==> src/hdl/drr_pkg.sv <==
// Package for the deficit round robin scheduler: item types, constants and
// the saturating deficit add. Depends on nothing.
`timescale 1ns / 1ps
`default_nettype none

package drr_pkg;

   localparam int NUM_CLASSES_DEF = 8;
   localparam int QUEUE_DEPTH_DEF = 64;
   localparam int QUANT_W         = 16;
   localparam int DEFICIT_W       = 32;
   localparam int CSR_IDX_W       = 4;
   localparam int CSR_REGS        = 8;
   localparam logic [QUANT_W-1:0] QUANTUM_RESET = 16'd1500;

   localparam logic OP_ENQUEUE = 1'b0;
   localparam logic OP_DEQUEUE = 1'b1;

   typedef struct packed {
      logic        operation;
      logic [2:0]  class_id;
      logic [15:0] packet_length;
      logic [15:0] packet_handle;
   } req_type;

   typedef struct packed {
      logic        enqueue_accepted;
      logic        packet_valid;
      logic [3:0]  served_class;
      logic [15:0] served_length;
      logic [15:0] served_handle;
   } rsp_type;

   // Handshake between the front queue and the engine.
   typedef struct packed {
      logic valid;
      logic pop;
   } link_type;

   function automatic logic [DEFICIT_W-1:0] sat_add(input logic [DEFICIT_W-1:0] a,
                                                     input logic [QUANT_W-1:0] q);
      logic [DEFICIT_W:0] s;
      s = {1'b0, a} + {{(DEFICIT_W-QUANT_W+1){1'b0}}, q};
      return s[DEFICIT_W] ? {DEFICIT_W{1'b1}} : s[DEFICIT_W-1:0];
   endfunction

endpackage

`default_nettype wire

==> src/hdl/drr_front.sv <==
// Front of the scheduler: a two entry queue that takes request items and
// holds them for the engine. Depends on drr_pkg.
`timescale 1ns / 1ps
`default_nettype none

module drr_front (
   input  wire logic             clock,
   input  wire logic             reset,
   input  wire logic             req_valid,
   output logic                  req_stall,
   input  wire drr_pkg::req_type req_data,
   input  wire logic             pop,
   output drr_pkg::link_type     link,
   output drr_pkg::req_type      item
);
   import drr_pkg::*;

   req_type    slot_ff [2];
   logic       wr_ptr_ff, wr_ptr_in;
   logic       rd_ptr_ff, rd_ptr_in;
   logic [1:0] fill_ff, fill_in;
   logic       push;

   assign req_stall = (fill_ff == 2'd2);
   assign push      = req_valid && !req_stall;
   assign item      = slot_ff[rd_ptr_ff];
   assign link.valid = (fill_ff != 2'd0);
   assign link.pop   = pop && link.valid;

   always_comb begin
      wr_ptr_in = push ? ~wr_ptr_ff : wr_ptr_ff;
      rd_ptr_in = link.pop ? ~rd_ptr_ff : rd_ptr_ff;
      fill_in   = fill_ff + {1'b0, push} - {1'b0, link.pop};
   end

   always_ff @(posedge clock) begin
      if (reset) begin
         wr_ptr_ff <= 1'b0;
         rd_ptr_ff <= 1'b0;
         fill_ff   <= 2'd0;
      end else begin
         wr_ptr_ff <= wr_ptr_in;
         rd_ptr_ff <= rd_ptr_in;
         fill_ff   <= fill_in;
      end
      if (push) begin
         slot_ff[wr_ptr_ff] <= req_data;
      end
   end

endmodule

`default_nettype wire

==> config.mk <==
export PLATFORM = sky130hd
export DESIGN_NAME = drr_front
export DESIGN_NICKNAME = d
export VERILOG_FILES = /design/src/hdl/drr_pkg.sv /design/src/hdl/drr_front.sv
export SDC_FILE = /design/constraint.sdc
export NUM_CORES = 1
export LEC_CHECK = 0
export BUFFER_PORTS_ARGS = -buffer_cell sky130_fd_sc_hd__buf_2
export CAP_MARGIN = 0
export CORE_MARGIN = 4
export CORE_UTILIZATION = 53
export CTS_CLUSTER_SIZE = 14
export DETAILED_ROUTE_END_ITERATION = 10
export PLACE_DENSITY = 0.89
export SLEW_MARGIN = 30
export SYNTH_ARGS = -nofsm -noshare
export SYNTH_HDL_FRONTEND = slang
export SYNTH_SLANG_ARGS = --single-unit
==> constraint.sdc <==
create_clock -name clock -period 5.2 [get_ports clock]
set_input_delay 0.78 -clock clock [delete_from_list [all_inputs] [get_ports clock]]
set_output_delay 0.78 -clock clock [all_outputs]
set_load 0.02 [all_outputs]
# ---- Word-level counts from Yosys, hierarchy flattened
# Memories as Yosys holds them, arrays and structs flattened. A register that Yosys moved wholly into a read port is not among the register bits.
# Index checks and enable logic that the tools add are counted.
# W data, S select, Z words.
dict set report totals {
  reg_bits 4
  latch_bits 0
  mem_bits_rw 72
  mem_bits_ro 0
  in_bits 40
  elab_cells 17
  n_memories 1
}
# memory depth word_bits rd rd_ports_with_merged_regs wr line_no
set mem_list {}
lappend mem_list {slot_ff 2 36 1 1 1 drr_front.sv:18} ;# req_type slot_ff [2];
dict set report op_classes {
  add_sub_neg 2
  mul 0
  n_div 0
  n_lt_le_gt_ge 0
  n_eq_ne 1
  n_shift 0
  mux 4
  bitwise_logic 2
  n_reduce_logical 4
}
# op n
set ops {}
lappend ops {{$mux W1} 4}
lappend ops {{$add A2 B1 Y2} 1}
lappend ops {{$eq A2 B2 Y1 const B} 1}
lappend ops {{$logic_and A1 B1 Y1} 2}
lappend ops {{$not A1 Y1} 2}
lappend ops {{$reduce_bool A2 Y1} 1}
lappend ops {{$sub A2 B1 Y2} 1}
lappend ops {{$logic_not A1 Y1} 1}

# ---- Depth between registers and ports, before layout
# Gate-level depths: netlist (run 1).
dict set report depth {
  depth_word 5
  ltp_mapped 8
}

# ---- Worst setup path before layout (run 1)
# OpenSTA, ideal clock, no wires.
dict set report synth_timing {
  kind {input port to flip-flop}
  startpoint {input port req_valid}
  endpoint {memory slot_ff[0][0] (netlist bit), enable pin}
  t_arrival_ns 1.886
  setup_slack_ns 2.923
  stages 3
  path_cell_list {inv_1 or3_1 inv_1}
}
dict set report synth_via {
  elab_chain_len 3
}
# element line_no
set synth_lines {}
lappend synth_lines {{from (decl)} drr_front.sv:9} ;# input wire logic req_valid,
lappend synth_lines {{$logic_and A1 B1 Y1} drr_front.sv:25} ;# assign push = req_valid && !req_stall;
lappend synth_lines {{$mux W1} drr_front.sv:46} ;# if (push) begin
lappend synth_lines {{$mux W1 (not written as such)} drr_front.sv:47} ;# slot_ff[wr_ptr_ff] <= req_data;
lappend synth_lines {{to (decl)} drr_front.sv:18}
# No other way between the ends.

==> key figures, run 1 <==
Timing
  • Max-slew violations: 0
  • Hold slack: 0.488 ns
  • Least-Margin Pin Slew: 0.865 ns
  • Clock skew: 0.00715 ns
  • Unrepaired setup endpoints after global routing: false
  • Crit path time final: 2.59 ns
  • F_max: 387 MHz
  • Final setup TNS: 0 ns
  • Final-report setup violation count: 0
  • Period utilisation layout: 49.7%
  • Worst slew margin relative to its limit: 42.4%
  • Final hold vios: 0

Routing
  • DRT Pass-1 Iters: 4
  • Vias per cell: 4.86
  • Drt wl/cell: 15.4 um
  • Via count: 1,454
  • Number of routed nets with antenna violations: 0
  • Routed wire length: 4600 um
  • DRT iter0 DRCs: 109
  • # DRC: 0

Worst setup path
  • CP Class: flop to output pin
  • CP required: 4.42 ns
  • Critical Path AT: 1.81 ns
  • Startpoint class of the critical path: flop
  • Worst-path fanout max: 36
  • CP endpoint kind: output pin
  • Worst reg2reg path startpoint: fill_ff[0]

Yosys
  • Syn_nets: 180
  • Cell Area, Synth: 2830 um^2
  • EDFF count, synth: 72
  • Ys Warns: 0
  • Largest cells by area after synthesis: edfxtp_1 76%, mux2_2 14%, dfxtp_1 3.5%
  • Post-synthesis cell count: 138
  • Top FF cell, synth: edfxtp_1
  • Register area share after synthesis: 80.0%
  • Distinct cells, synth: 20
  • Cell taking the most area after synthesis: edfxtp_1
  • #FFs+latches synth: 77
  • Synth top area share: 76.4%
  • Synth async-reset ratio: 0%
  • Synth Area per Inst: 20.5 um^2

GRT
  • First-pass GRT wire length: 6980 um
  • Met2 usage: 25.8%
  • Total grt overflow: 0
  • Tot GR Track Use: 14.9%
  • Largest net degree at the start of global routing: 37
  • Met1 GRT Util: 16.7%
  • Met3 usage: 4.10%
  • Gr busiest metal: met2
  • Vias in the first global route: 1,519
  • Antenna violations before repair: 0

Finish
  • Post-route insts no fill: 299
  • Share of cells above drive strength 1: 58.1%
  • Area of the multi-input gates: 524 um^2
  • # fillers: 385
  • Register cell area after layout: 2260 um^2
  • N_diodes: 0
  • Area growth from synthesis to layout: 23.5%
  • Most common cell after layout, fill and taps aside: buf_2
  • Final #Nets: 266
  • Most frequent cells in the layout: 78 x buf_2, 72 x edfxtp_1, 36 x mux2_2, 9 x clkbuf_8, 4 x dfxtp_1

Place
  • DP HPWL: 3160 um
  • Port bufs: 78
  • Placed cell count: 283
  • Routability cong.: 0.695

Clock tree
  • Post-CTS sizing: 0
  • TritonCTS clock tree: done
  • Max clock buf depth: 2
  • Clk pin slew, worst setup/hold paths: 0.07 ns
  • Clk sink count: 77
  • Post-CTS Setup Bufs: 0
  • Root Buffer: clkbuf_8
  • CTS Buf Count: 9
  • CTS Hold Bufs: 0
  • CTS H-tree lvls: 3
  • Clk_lat worst skew: 0.34 ns

Run
  • Max Cap Violations: 0

Die
  • Die area: 6570 um^2
  • Die Ht: 81.1 um
  • Initial core utilization: 55.0%
  • Row cnt: 26
  • I/O pins: 79
  • Core Box Area: 5140 um^2
  • DIE WIDTH: 81.1 um

Power and ir drop
  • LEAKAGE: 1.35 nW
  • Maximum VDD drop: 0.356 mV
  • PwrDens: 491 nW/um^2

Run status
  • Status: complete, no violations

Hold path
  • Hold WC Path Type: flop to flop
  • Hold path startpoint: wr_ptr_ff
-- worst max-delay path, cell delays in order (launching register included) --
cell and delay (ns):
dfxtp_2 0.88, mux2_2 0.42, buf_2 0.16
-- power by group --
group	switching (W)	internal, W	total [W]
clock network	0.000195	0.000265	0.000461
registers	0.0000556	0.000771	0.000827
logic	0.000240	0.000187	0.000427
-- stage by stage --
step	setup WS (ns)	utilization, %	total power (W)	instance area [um^2]
3_5_place_dp	2.66	64.0	0.00128	3290
5_1_grt	2.50	68.0	0.00181	3490
3_3_place_gp	2.66	64.0	0.00127	3290
6_report	2.61	68.0	0.00171	3490
4_1_cts	2.56	68.0	0.00174	3490
2_1_floorplan	2.92	-	0.00114	2830
-- metal layers --
metal / share of wire (%) / up-vias / routed length [um]
li1: - / 700 / -
met2: 54 / 56 / 2470
met3: 6.9 / 6 / 316
met5: 0 / - / 0
met4: 0.70 / 0 / 32
met1: 39 / 692 / 1780
-- synthesized netlist by cell type (2+ instances only) --
| cell | n |
|---|---|
| edfxtp_1 | 72 |
| dfxtp_1 | 5 |
| inv_1 | 3 |
| nor2_1 | 3 |
| buf_4 | 3 |
| xnor2_1 | 2 |
| mux2_2 | 36 |
| ha_1 | 2 |
-- path summary, 6_finish.rpt --
path / end / slack, ns / cells after the start
setup / recovery: item[28] / 2.61 / 2
hold / removal: wr_ptr_ff / 0.49 / 2
setup reg to reg: slot_ff[0][18] / 3.08 / 5
hold reg to reg: wr_ptr_ff / 0.49 / 2
-- flip-flops by register name, indices dropped and copies added, names as in the netlist, named ones only --
signal and count:
slot_ff 72, wr_ptr_ff 1, rd_ptr_ff 1, fill_ff 2
-- cell families (layout without fill, tap and decap cells) --
logic type      after synthesis  count (layout)  synth area share, %
compound gates                3               3                0.619
simple gates                  9               9                 1.77
mux                          36              36                 14.3
buf+inv                       8              99                 1.50
fa+ha+maj                     2               2                0.884
flops                        77              77                 80.0
xor+xnor                      3               3                0.929
-- layout make-up --
type / instances / share of cell area (%)
Timing Repair Buffer: 79 / 11.4
Clock inverter: 6 / 2.22
Clock buffer: 10 / 3.65
Sequential cell: 77 / 64.8
Multi-Input combinational cell: 53 / 15.0
Tap cell: 70 / 2.51
Inverter: 4 / 0.430
(Power assumes the default switching activity.)
==> run 2, diff against run 1 <==
Settings changed: CORE_UTILIZATION 53 to 46, PLACE_DENSITY 0.89 to 0.83.
Clock period 5.2 ns to 2.1 ns, I/O delays scaled along.
==> run 2 against run 1 <==
Effect of this change: sequential power rose by 140%; core utilization fell by 9.2 points; die area rose by 14%; via count rose by 3.6%; final cell count rose by 2.3%; count of clock-buffer cells in the layout rose by 4; clock skew fell by 0.0014 ns; wire length rose by 6.7%; sequential share of layout area fell by 0.16 points; worst hold slack got worse by 0.32 ns; critical path type unchanged; critical endpoint unchanged; largest cell class unchanged.
==> key figures, run 2 (synthesized netlist as in run 1, its figures left out) <==
Run status
  • Status: complete, no violations

GRT
  • First-pass GRT wire length: 7500 um (+7.4%)
  • Total grt overflow: 0 (unchanged)
  • Tot GR Track Use: 13.8% (-1.1 points)
  • Vias in the first global route: 1,564 (+3.0%)
  • Antenna violations before repair: 0 (unchanged)
  • Largest net degree at the start of global routing: 37 (unchanged)

Worst setup path
  • CP Class: flop to output pin
  • Slowest cell on the critical path: mux2_2
  • CP endpoint kind: output pin
  • Slowest Stage Delay on Critical Path: 0.37 ns (-0.51 ns)
  • Critical Path AT: 1.44 ns (-0.37 ns)
  • CP required: 1.78 ns (-2.64 ns)
  • CP Cell Sequence: buf_12 -> mux2_2 -> buf_2
  • Reg2Reg Setup Slack: 0.53 ns (-2.55 ns)
  • Worst-path fanout max: 36 (unchanged)
  • Startpoint class of the critical path: flop

Finish
  • Area growth from synthesis to layout: 23.8%
  • Most frequent cells in the layout: 78 x buf_2, 72 x edfxtp_1, 36 x mux2_2, 9 x clkbuf_8, 5 x clkbuf_1
  • Post-route insts no fill: 306 (+2.3%)
  • Max reg flops: 72 (unchanged)
  • # fillers: 453 (+18%)
  • Share of cells above drive strength 1: 57.6% (-0.50 points)
  • Most flop-heavy register: slot_ff
  • Most common cell after layout, fill and taps aside: buf_2
  • N_diodes: 0 (unchanged)
  • Biggest regs: slot_ff: 72 flops, fill_ff: 2 flops
  • Final core occ: 58.8% (-9.2 points)
  • Final #Nets: 268 (+0.75%)

Timing
  • F_max: 570 MHz
  • Hold slack: 0.165 ns (-0.323 ns)
  • Clock skew: 0.00579 ns (-0.00137 ns)
  • Final setup TNS: 0 ns (unchanged)
  • Final hold vios: 0 (unchanged)
  • Crit path time final: 1.75 ns
  • Period utilisation layout: 83.6%
  • Final-report setup violation count: 0 (unchanged)
  • Max-slew violations: 0 (unchanged)
  • Least-Margin Pin Slew: 0.215 ns (-0.650 ns)
  • Worst slew margin relative to its limit: 85.7% (+43 points)
  • Unrepaired setup endpoints after global routing: false

Die
  • Die area: 7470 um^2 (+14%)
  • Row cnt: 28 (+7.7%)
  • Core Box Area: 5960 um^2 (+16%)
  • I/O pins: 79 (unchanged)
  • Die Ht: 86.4 um (+6.6%)
  • DIE WIDTH: 86.4 um (+6.6%)
  • Initial core utilization: 47.5% (-7.5 points)

Clock tree
  • Root Buffer: clkbuf_8
  • Clk sink count: 77 (unchanged)
  • Clk_lat worst skew: 0.33 ns (about the same)
  • TritonCTS clock tree: done
  • Post-CTS Setup Bufs: 0 (unchanged)
  • Clk pin slew, worst setup/hold paths: 0.07 ns (about the same)
  • Post-CTS sizing: 0 (unchanged)
  • Max clock buf depth: 2 (unchanged)
  • CTS H-tree lvls: 3 (unchanged)
  • CTS Buf Count: 9 (unchanged)
  • CTS Hold Bufs: 0 (unchanged)

Routing
  • DRT Pass-1 Iters: 4 (unchanged)
  • Via count: 1,506 (+3.6%)
  • DRT iter0 DRCs: 89 (-18%)
  • Drt wl/cell: 16.0 um (+4.3%)
  • # DRC: 0 (unchanged)
  • Routed wire length: 4910 um (+6.7%)
  • Vias per cell: 4.92 (+1.2%)
  • Number of routed nets with antenna violations: 0 (unchanged)

Power and ir drop
  • Internal power: 0.00285 W (+130%)
  • PwrDens: 1160 nW/um^2 (+140%)
  • Combinational share of power: 29.5% (+4.6 points)
  • Total net switching power: 0.00122 W (+150%)
  • Maximum VDD drop: 0.723 mV (+100%)
  • LEAKAGE: 1.34 nW (-0.71%)
  • Total power: 0.00407 W (+140%)
  • Clock power share: 22.2% (-4.7 points)
  • Switching share of power: 30.0% (+1.4 points)
  • Reg power frac: 48.4% (+0.2 points)

Place
  • Placed cell count: 290 (+2.5%)
  • DP HPWL: 3300 um (+4.6%)
  • Port bufs: 78 (unchanged)
  • Routability cong.: 0.694 (-0.17%)

Hold path
  • Hold WC Path Type: input pin to flop

Run
  • Max Cap Violations: 0 (unchanged)
==> run 2: path summary, 6_finish.rpt <==
check | from | to | depth (start not counted)
setup / recovery | flop | item[28] | 3
hold / removal | req_data[22] | slot_ff[1][22] | 1
setup reg to reg | fill_ff[1] | fill_ff[1] | 7
hold reg to reg | wr_ptr_ff | wr_ptr_ff | 2
==> run 2: final cells by class <==
class / count / area (um^2) / share of cell area (%)
multi-input cells: 53 / 524 / 15.0
repair buffers: 81 / 450 / 12.9
clock buffers: 14 / 143 / 4.07
inverters: 4 / 15.0 / 0.429
clock inverters: 2 / 12.5 / 0.357
flip-flops and latches: 77 / 2260 / 64.6
well taps: 75 / 93.8 / 2.68
==> run 2: stage by stage <==
| step | setup slack, ns | area [um^2] |
|---|---|---|
| 2_1_floorplan | 0.119 | 2830 |
| 3_3_place_gp | 0.607 | 3350 |
| 3_5_place_dp | 0.530 | 3350 |
| 4_1_cts | 0.315 | 3500 |
| 5_1_grt | 0.287 | 3500 |
| 6_report | 0.345 | 3500 |
==> run 2: power by group through the flow <==
stage	clock [W]	combinational (W)	sequential, W
2_1_floorplan	0	0.000841	0.00198
3_3_place_gp	0	0.00120	0.00199
3_5_place_dp	0	0.00122	0.00200
4_1_cts	0.000942	0.00122	0.00197
5_1_grt	0.00100	0.00128	0.00198
6_report	0.000901	0.00120	0.00197
==> run 2: layer usage <==
| metal | track usage (%) | vias to the layer above | share of wire (%) |
|---|---|---|---|
| met1 | 15.4 | 743 | 38 |
| li1 | - | 703 | - |
| met3 | 3.14 | 10 | 6.3 |
| met4 | 9.35 | 0 | 2.4 |
| met2 | 23.3 | 50 | 53 |
| met5 | 0 | - | 0 |
==> run 2: critical path: cells and delay by family, from the launching register on <==
| kind | cells | cell delay, ns |
|---|---|---|
| buffers and inverters | 2 | 0.38 |
| flip-flops | 1 | 0.34 |
| multiplexers | 1 | 0.37 |
